## src/design/mrtu_pkg.sv

```systemverilog
// types, constants and the crc-16 byte update shared by the modbus rtu link framer
// no dependencies

package mrtu_pkg;

    localparam int unsigned BYTE_W   = 8;
    localparam int unsigned LEN_W    = 9;
    localparam int unsigned CRC_W    = 16;
    localparam int unsigned MIN_FRAME = 4;
    localparam int unsigned APB_AW   = 4;
    localparam int unsigned APB_DW   = 32;
    localparam int unsigned S_USER_W = 3;
    localparam int unsigned M_DATA_W = 24;
    localparam int unsigned M_USER_W = 3;

    localparam logic [CRC_W-1:0] CRC_INIT = 16'hFFFF;
    localparam logic [CRC_W-1:0] CRC_POLY = 16'hA001;

    localparam logic [BYTE_W-1:0] OWN_ADDR_RST  = 8'd1;
    localparam logic [BYTE_W-1:0] BC_ADDR_RST   = 8'd0;
    localparam logic [BYTE_W-1:0] SILENCE_RST   = 8'd2;

    typedef enum logic [1:0] {
        REG_OWN_ADDR = 2'd0,
        REG_BC_ADDR  = 2'd1,
        REG_SILENCE  = 2'd2
    } t_reg;

    typedef enum logic [1:0] {
        CMD_RX_BYTE = 2'd0,
        CMD_TICK    = 2'd1,
        CMD_TX_BYTE = 2'd2
    } t_cmd;

    typedef enum logic [2:0] {
        KIND_LINE     = 3'd0,
        KIND_ACCEPTED = 3'd1,
        KIND_BAD_CRC  = 3'd2,
        KIND_OTHER    = 3'd3,
        KIND_SHORT    = 3'd4
    } t_kind;

    typedef struct packed {
        t_kind              kind;
        logic [BYTE_W-1:0]  line_byte;
        logic [LEN_W-1:0]   payload_length;
        logic               is_broadcast;
        logic               last;
    } t_beat;

    // reflected crc-16, one byte per call, bit loop unrolls to eight shift/xor steps
    function automatic logic [CRC_W-1:0] crc16_byte(input logic [CRC_W-1:0] crc,
                                                    input logic [BYTE_W-1:0] b);
        logic [CRC_W-1:0] c;
        c = crc ^ {8'h00, b};
        for (int k = 0; k < 8; k++) begin
            c = c[0] ? ((c >> 1) ^ CRC_POLY) : (c >> 1);
        end
        return c;
    endfunction

endpackage

```

## src/design/modbus_rtu_frame_link.sv

```systemverilog
// modbus rtu link framer: receive framing with crc check and silence timer, transmit crc append
// depends on mrtu_pkg
//
//  channel   dir  beat fields (low bit up)
//  s_axis    in   tdata: data_byte[7:0]; tuser: command[1:0], line_error[2]; tlast: tx_last
//  m_axis    out  tdata: line_byte[7:0], payload_length[16:8], is_broadcast[17], zero[23:18];
//                 tuser: kind[2:0]; tlast: last
//  apb       in   own_address @0x0, broadcast_address @0x4, silence_ticks @0x8
//
//  every input beat is handled in the cycle it is accepted: state and results are registered
//  at that edge, so one beat per cycle enters unless stalled; the byte-wide crc update sets
//  that path. results leave from a four-entry output queue, one beat per cycle unless
//  stalled; a transmit beat with tx_last gives three result beats, any other beat at most
//  one. s_axis_tready is high while at most one result waits, so a stalled output lets one
//  more input beat in before input stalls. reset is synchronous and clears all state at once.

module modbus_rtu_frame_link #(
    parameter int unsigned FRAME_MAX = 256
) (
    input  logic                          i_clk,
    input  logic                          i_rst_n,
    // apb configuration
    input  logic                          psel,
    input  logic                          penable,
    input  logic                          pwrite,
    input  logic [mrtu_pkg::APB_AW-1:0]   paddr,
    input  logic [mrtu_pkg::APB_DW-1:0]   pwdata,
    output logic [mrtu_pkg::APB_DW-1:0]   prdata,
    output logic                          pready,
    // input stream
    input  logic                          s_axis_tvalid,
    output logic                          s_axis_tready,
    input  logic [7:0]                    s_axis_tdata,   // data_byte
    input  logic [mrtu_pkg::S_USER_W-1:0] s_axis_tuser,   // command[1:0], line_error[2]
    input  logic                          s_axis_tlast,   // tx_last
    // result stream
    output logic                          m_axis_tvalid,
    input  logic                          m_axis_tready,
    output logic [mrtu_pkg::M_DATA_W-1:0] m_axis_tdata,   // line_byte, payload_length, is_broadcast
    output logic [mrtu_pkg::M_USER_W-1:0] m_axis_tuser,   // kind
    output logic                          m_axis_tlast    // last
);
    import mrtu_pkg::*;

    localparam int unsigned CW     = $clog2(FRAME_MAX + 1);
    localparam int unsigned QDEPTH = 4;
    localparam int unsigned QIW    = $clog2(QDEPTH);
    localparam int unsigned QCW    = $clog2(QDEPTH + 1);

    // configuration
    logic [BYTE_W-1:0] r_own_addr, r_bc_addr, r_silence;
    logic              cfg_wr;
    t_reg              cfg_sel;

    // receive and transmit state
    logic [BYTE_W-1:0] r_timer, n_timer;
    logic [CW-1:0]     r_rx_count, n_rx_count;
    logic [CRC_W-1:0]  r_rx_crc, n_rx_crc;
    logic [BYTE_W-1:0] r_dly0, n_dly0, r_dly1, n_dly1;
    logic [BYTE_W-1:0] r_faddr, n_faddr;
    logic              r_overrun, n_overrun;
    logic [CRC_W-1:0]  r_tx_crc, n_tx_crc;

    // output queue
    t_beat             r_q [QDEPTH];
    t_beat             n_q [QDEPTH];
    logic [QCW-1:0]    r_cnt, n_cnt;

    logic              in_acc, out_pop;
    t_cmd              cmd;
    logic [BYTE_W-1:0] data;
    logic              lerr;
    t_beat             beats [3];
    logic [1:0]        n_new;
    logic [QCW-1:0]    cnt_pop;
    logic [CRC_W-1:0]  tx_crc_next;
    logic [CW-1:0]     len_cnt;
    logic [BYTE_W-1:0] timer_dec;

    assign cfg_sel = t_reg'(paddr[3:2]);
    assign cfg_wr  = psel && penable && pwrite;
    assign pready  = 1'b1;

    always_comb begin
        prdata = '0;
        case (cfg_sel)
            REG_OWN_ADDR: prdata = APB_DW'(r_own_addr);
            REG_BC_ADDR:  prdata = APB_DW'(r_bc_addr);
            REG_SILENCE:  prdata = APB_DW'(r_silence);
            default:      prdata = '0;
        endcase
    end

    always_ff @(posedge i_clk) begin
        if (!i_rst_n) begin
            r_own_addr <= OWN_ADDR_RST;
            r_bc_addr  <= BC_ADDR_RST;
            r_silence  <= SILENCE_RST;
        end else if (cfg_wr) begin
            case (cfg_sel)
                REG_OWN_ADDR: r_own_addr <= pwdata[BYTE_W-1:0];
                REG_BC_ADDR:  r_bc_addr  <= pwdata[BYTE_W-1:0];
                REG_SILENCE:  r_silence  <= pwdata[BYTE_W-1:0];
                default: ;
            endcase
        end
    end

    assign s_axis_tready = (r_cnt < QCW'(2));
    assign in_acc        = s_axis_tvalid && s_axis_tready;
    assign out_pop       = m_axis_tvalid && m_axis_tready;
    assign cmd           = t_cmd'(s_axis_tuser[1:0]);
    assign data          = s_axis_tdata;
    assign lerr          = s_axis_tuser[2];
    assign tx_crc_next   = crc16_byte(r_tx_crc, data);
    assign len_cnt       = (r_rx_count >= CW'(2)) ? (r_rx_count - CW'(2)) : '0;
    assign timer_dec     = r_timer - 8'd1;

    always_comb begin
        n_timer    = r_timer;
        n_rx_count = r_rx_count;
        n_rx_crc   = r_rx_crc;
        n_dly0     = r_dly0;
        n_dly1     = r_dly1;
        n_faddr    = r_faddr;
        n_overrun  = r_overrun;
        n_tx_crc   = r_tx_crc;
        n_new      = 2'd0;
        for (int j = 0; j < 3; j++) begin
            beats[j] = '{kind: KIND_LINE, line_byte: '0, payload_length: '0,
                         is_broadcast: 1'b0, last: 1'b0};
        end
        if (in_acc) begin
            case (cmd)
                CMD_RX_BYTE: begin
                    if (!lerr) begin
                        if (r_rx_count >= CW'(FRAME_MAX)) begin
                            n_overrun = 1'b1;
                        end else begin
                            if (r_rx_count == '0) begin
                                n_faddr = data;
                            end
                            // the two newest bytes are held back: they may be the crc
                            if (r_rx_count >= CW'(2)) begin
                                n_rx_crc = crc16_byte(r_rx_crc, r_dly0);
                            end
                            n_dly0     = r_dly1;
                            n_dly1     = data;
                            n_rx_count = r_rx_count + CW'(1);
                        end
                        n_timer = r_silence;
                    end
                end
                CMD_TICK: begin
                    if (r_timer != '0) begin
                        n_timer = timer_dec;
                        if (timer_dec == '0) begin
                            n_new = 2'd1;
                            beats[0].last           = 1'b1;
                            beats[0].payload_length = LEN_W'(len_cnt);
                            if (r_overrun || (r_rx_count < CW'(MIN_FRAME))) begin
                                beats[0].kind = KIND_SHORT;
                            end else if ({r_dly1, r_dly0} != r_rx_crc) begin
                                beats[0].kind = KIND_BAD_CRC;
                            end else if (r_faddr == r_own_addr) begin
                                beats[0].kind = KIND_ACCEPTED;
                            end else if (r_faddr == r_bc_addr) begin
                                beats[0].kind         = KIND_ACCEPTED;
                                beats[0].is_broadcast = 1'b1;
                            end else begin
                                beats[0].kind = KIND_OTHER;
                            end
                            n_rx_count = '0;
                            n_rx_crc   = CRC_INIT;
                            n_dly0     = '0;
                            n_dly1     = '0;
                            n_faddr    = '0;
                            n_overrun  = 1'b0;
                        end
                    end
                end
                CMD_TX_BYTE: begin
                    beats[0].line_byte = data;
                    if (s_axis_tlast) begin
                        n_new              = 2'd3;
                        beats[1].line_byte = tx_crc_next[7:0];
                        beats[2].line_byte = tx_crc_next[15:8];
                        beats[2].last      = 1'b1;
                        n_tx_crc           = CRC_INIT;
                    end else begin
                        n_new         = 2'd1;
                        beats[0].last = 1'b1;
                        n_tx_crc      = tx_crc_next;
                    end
                end
                default: ;
            endcase
        end
    end

    // queue: pop shifts the head out, new beats land behind what remains
    always_comb begin
        cnt_pop = r_cnt - QCW'(out_pop);
        for (int i = 0; i < QDEPTH; i++) begin
            n_q[i] = r_q[i];
        end
        if (out_pop) begin
            for (int i = 0; i < QDEPTH - 1; i++) begin
                n_q[i] = r_q[i + 1];
            end
        end
        for (int j = 0; j < 3; j++) begin
            if (2'(j) < n_new) begin
                n_q[QIW'(cnt_pop + QCW'(j))] = beats[j];
            end
        end
        n_cnt = cnt_pop + QCW'(n_new);
    end

    always_ff @(posedge i_clk) begin
        if (!i_rst_n) begin
            r_timer    <= '0;
            r_rx_count <= '0;
            r_rx_crc   <= CRC_INIT;
            r_dly0     <= '0;
            r_dly1     <= '0;
            r_faddr    <= '0;
            r_overrun  <= 1'b0;
            r_tx_crc   <= CRC_INIT;
            r_cnt      <= '0;
        end else begin
            r_timer    <= n_timer;
            r_rx_count <= n_rx_count;
            r_rx_crc   <= n_rx_crc;
            r_dly0     <= n_dly0;
            r_dly1     <= n_dly1;
            r_faddr    <= n_faddr;
            r_overrun  <= n_overrun;
            r_tx_crc   <= n_tx_crc;
            r_cnt      <= n_cnt;
        end
    end

    always_ff @(posedge i_clk) begin
        for (int i = 0; i < QDEPTH; i++) begin
            r_q[i] <= n_q[i];
        end
    end

    assign m_axis_tvalid = (r_cnt != '0);
    assign m_axis_tdata  = {6'd0, r_q[0].is_broadcast, r_q[0].payload_length,
                            r_q[0].line_byte};
    assign m_axis_tuser  = r_q[0].kind;
    assign m_axis_tlast  = r_q[0].last;

endmodule

```

## config.mk

```make
export PLATFORM = sky130hd
export DESIGN_NAME = modbus_rtu_frame_link
export DESIGN_NICKNAME = d
export VERILOG_FILES = /design/src/design/mrtu_pkg.sv /design/src/design/modbus_rtu_frame_link.sv
export SDC_FILE = /design/constraint.sdc
export NUM_CORES = 1
export LEC_CHECK = 0
export BUFFER_PORTS_ARGS = -buffer_cell sky130_fd_sc_hd__buf_2
export CAP_MARGIN = 10
export CORE_AREA = 2 2 119 168
export DETAILED_ROUTE_END_ITERATION = 8
export DIE_AREA = 0 0 121 170
export HOLD_SLACK_MARGIN = 0.05
export PLACE_DENSITY = 0.75
export SYNTH_ARGS = -nofsm -noshare
export SYNTH_HDL_FRONTEND = slang
export SYNTH_SLANG_ARGS = --single-unit
```

## constraint.sdc

```tcl
create_clock -name i_clk -period 3.3 [get_ports i_clk]
set_input_delay 0.165 -clock i_clk [delete_from_list [all_inputs] [get_ports i_clk]]
set_output_delay 0.165 -clock i_clk [all_outputs]
set_load 0.005 [all_outputs]
```

## After elaboration in Yosys (flattened, before gate mapping)

Memory sizes are Yosys's and may differ from the RTL's.
Cells that the tools add are included.

| operators by class | value |
|---|---|
| $add $sub $neg | 7 |
| multipliers | 0 |
| divide/modulo/power cells | 0 |
| magnitude comparators | 13 |
| equality and inequality tests | 14 |
| shift operators | 0 |
| multiplexer cells | 95 |
| bitwise logic cells | 21 |
| reduce and logical (&&, ||, !) cells | 24 |

Operators with widths:

| operator | number |
|---|---|
| $mux W16 | 22 |
| $bwmux W88 | 3 |
| $mux W88 | 3 |
| $mux W8 | 18 |
| $demux W22 S2 | 3 |
| $mux W22 | 4 |
| $mux W66 | 1 |
| $pmux W8 S2 | 4 |
| $not A2 Y3 | 19 |
| $mux W9 | 5 |
| $pmux W16 S2 | 1 |
| $xor A16 B8 Y16 | 2 |
| $pmux W8 S3 | 1 |
| $mux W11 | 2 |
| $mux W3 | 6 |
| $pmux W9 S2 | 1 |
| $eq A8 B8 Y1 | 2 |
| $ne A16 B16 Y1 | 1 |
| $mux W1 | 14 |
| $ne A2 B2 Y1 const B | 7 |
| $reduce_and A7 Y1 | 2 |
| $reduce_and A6 Y1 | 2 |
| $mux W10 | 1 |
| $add A9 B1 Y9 const B | 1 |
| other kinds (29) | 49 |

| storage, ports and cells | value |
|---|---|
| register bits after elaboration | 101 |
| latch bits | 0 |
| memory bits (writable) | 88 |
| ROM bits | 0 |
| bits of input ports | 55 |
| output and inout port bits | 63 |
| word-level logic and storage cells | 187 |
| memories | 1 |

Memory list:

| memory | depth | width | rd ports | clocked after memory_dff | wr ports | RTL line | RTL |
|---|---|---|---|---|---|---|---|
| r_q | 4 | 22 | 4 | 0 | 4 | modbus_rtu_frame_link.sv:65 | `t_beat r_q [QDEPTH];` |

## Depth between registers and ports, before layout

| depth | value |
|---|---|
| word-level depth | 24 |
| depth in mapped cells | 14 |
| mapped depth without buffers | 10 |

## Worst setup path before layout

Ideal clock, no wire load.

| timing | value |
|---|---|
| path kind | register to register |
| start | reg r_cnt[1] |
| end | mem r_q[2][5] (netlist name) |
| library setup time | 91 ps |
| data arrival time | 3,018 ps |
| required time | 3,209 ps |
| slack | 191 ps |
| stages on the path, launching flop included | 14 |
| path buffers | 5 |
| period minus slack after synthesis | 3,109 ps |
| cells stage by stage | dfxtp_1 or3_1 nand2_1 inv_2 clkbuf_1 ha_1 ha_1 clkbuf_1 or3_1 or2_1 buf_2 buf_2 buf_2 a311oi_1 |

RTL lines:

| item | RTL line | RTL |
|---|---|---|
| start, declared | modbus_rtu_frame_link.sv:67 | `logic [QCW-1:0] r_cnt, n_cnt;` |
| start signal, assigned | modbus_rtu_frame_link.sv:240 | `r_cnt <= n_cnt;` |
| end, declared | modbus_rtu_frame_link.sv:65 |  |

==> metrics.md <==
| Metric | Value |
|---|---|
| Status | complete, no violations |
| Starting density of the core | 52.3% |
| Worst Hold Launch | s_axis_tdata[3] |
| Detail Route Antenna Nets | 0 |
| Max-slew violations | 0 |
| Vias in the first global route | 7674 |
| Max-cap check violation count | 0 |
| Most frequent cells in the layout | 189 x dfxtp_1, 176 x nand2_1, 103 x nor2_1 |
| Fin crit period | 3100 ps |
| Tcrit/Tclk final | 93.8% |
| Leak | 4.77 nW |
| Hold Path Class | in -> reg |
| Hold endpoint | r_dly1[3]$_SDFFE_PN0P_ |
| Post-synth ARST share | 0% |
| Post-synth EDFFs | 0 |
| First-pass iteration count of the detailed router | 5 |
| H-tree depth | 4 |
| Final Core Density | 57.8% |
| FMAX | 0.323 GHz |
| Slew @ Worst Pin | 924 ps |
| WHS | 94.3 ps |
| Io pins | 118 |
| Via/cell ratio | 5.65 |
| DP Cell Count | 1410 |
| Clk Tree Root Cell | clkbuf_16 |
| RD Place Congestion | 0.857 |
| Gr ovfl total | 0 |
| Netlist cell types | 69 |
| Iter 0 DRT Violations | 607 |
| Final Total Pwr | 7.72 mW |
| N_diodes | 0 |
| Final worst setup slack | 204 ps |
| Worst Path Arrival | 3400 ps |
| Place WS | 233 ps |
| DIE AREA | 20600 um^2 |
| Pwr/cell area | 703 nW/um^2 |
| Final Cell Area | 11000 um^2 |
| Count of input and output buffers | 60 |
| Syn-to-layout area delta | 10.4% |
| Avg Cell Area, Syn | 8.64 um^2 |
| Setup TNS | 0 ps |
| Crit path kind | reg -> reg |
| Critical Path RT | 3600 ps |
| Die Ht | 170 um |
| Crit end category | flip-flop |
| First-pass GRT wire length | 37.9 mm |
| Yosys reg bits | 189 |
| WL per Instance | 15.9 um |
| Final Hold Vio Count | 0 |
| Die width | 121 um |
| RSZ-0062 raised after global routing | no |
| Final #Nets | 1262 |
| Total number of yosys warnings | 0 |
| R2R cell count | 11 |
| VDD IR max | 0.000413 V |
| Flop2flop setup slack | 200 ps |
| Post-DP HPWL | 16.6 mm |
| Drt total wl | 23.0 mm |
| Drt drc | 0 |
| Clock skew | 11.1 ps |
| CTS Buffer Depth | 2 |
| Total CTS buffers | 17 |
| CP Max Fanout | 28 |
| Min-Delay Path Depth | 3 |
| Leading cell type in the layout, fill and taps excluded | dfxtp_1 |
| Core area | 19000 um^2 |
| Worst slew margin | 38.4% |
| Worst r2r dst | r_q[3][19]$_DFF_P_ |
| GRT Total Usage | 22.5% |
| Layout cells sized above 1 | 14.3% |
| Clock insertion delay at the later pin of the skew report | 440 ps |
| Via count | 8201 |
| Initial antenna violation count | 1 |
| Syn Inst Count | 1151 |
| Top_reg_cell synth | dfxtp_1 |
| Startpoint Class | flip-flop |
| Critical R2R Launch | r_cnt[1]$_SDFF_PN0_ |
| Non-filler cells, final | 1451 |
| Post-Syn Area | 9940 um^2 |
| Sequential share of the synthesized area | 38.1% |
| FP Rows | 60 |
| Final Setup Violations | 0 |
| Largest net degree at the start of global routing | 67 |
| Area after DPL | 10300 um^2 |
| CTS tree | yes |
| Clock sinks | 189 |
| CTS clk-pin slew, worst paths | 70 ps |
-- flip-flops by register name, indices dropped and copies added (netlist names) --
signal	flops
r_bc_addr	8
r_cnt	3
r_dly0	8
r_dly1	8
r_faddr	8
r_overrun	1
r_own_addr	8
r_q	88
r_rx_count	9
r_rx_crc	16
r_silence	8
r_timer	8
r_tx_crc	16
-- power breakdown --
group,internal (mW),switching [mW],total [mW]
combinational,1.20,1.52,2.72
clock,1.03,1.01,2.04
sequential,2.71,0.248,2.95
total,4.94,2.78,7.72
-- cell type report --
type                    count  area [um^2]
multi-input cells         864         5620
well taps                 248          310
fillers                  1684         8020
inverters                  21         78.8
repair buffers             97          598
flip-flops and latches    189         3780
clock inverters            14          148
clock buffers              18          439
-- how the worst max path moves through the flow --
stage                        startpoint                 end  depth (start not counted)
floorplan           r_cnt[1]$_SDFF_PN0_   r_q[2][5]$_DFF_P_                         13
global placement    r_cnt[1]$_SDFF_PN0_  r_q[3][21]$_DFF_P_                         11
detailed placement  r_cnt[1]$_SDFF_PN0_   r_q[3][4]$_DFF_P_                         11
CTS                 r_cnt[1]$_SDFF_PN0_  r_q[3][19]$_DFF_P_                         11
global route        r_cnt[1]$_SDFF_PN0_  r_q[3][19]$_DFF_P_                         11
finish              r_cnt[1]$_SDFF_PN0_  r_q[3][19]$_DFF_P_                         11
-- per-layer routing --
metal	GRT usage (%)	part of all wire, %	vias to the layer above
li1	-	-	4059
met5	0	0.070	-
met1	28.1	45	3907
met2	38.7	49	195
met4	8.95	2.5	2
met3	3.15	3.3	38
-- kinds of logic (layout without fill, tap and decap cells) --
family                   Yosys count  in the layout  share of synthesized area, %
AO/OA/AOI/OAI                    228            228                          15.5
XOR/XNOR                          81             81                          8.01
adder cells (fa/ha/maj)           17             17                          2.22
buffers and inverters            127            150                          6.68
flip-flops                       189            189                          38.1
multiplexers                     106            106                          10.9
other                              2             31                        0.0756
AND/OR/NAND/NOR                  401            401                          18.5
-- synth_stat cells (23+ instances only) --
cell	instances	share of area [%]
dfxtp_1	189	38
nand2_1	177	6.7
nor2_1	103	3.9
mux2i_1	88	8.9
xnor2_1	58	5.1
clkbuf_1	43	1.6
a21oi_1	42	2.1
o21ai_0	39	2.0
buf_4	35	2.6
a22oi_1	30	2.3
nand3_1	26	1.3
o211ai_1	23	1.7
-- critical path: stages (launching register included) --
cell and delay [ps]:
dfxtp_1 360, or3_1 420, nand2_2 100, inv_2 40
ha_1 170, ha_1 280, buf_4 170, nor3_2 210
buf_4 350, nand2_1 330, nand2_1 420, a21oi_1 100
-- timing repair --
action                                 4_1_cts  5_1_grt
endpoints found under the hold margin       24        0
resized for setup                            0        0
buffers inserted                             0        0
hold buffers                                 8        0
No activity file was read; power rests on OpenSTA's default activity.
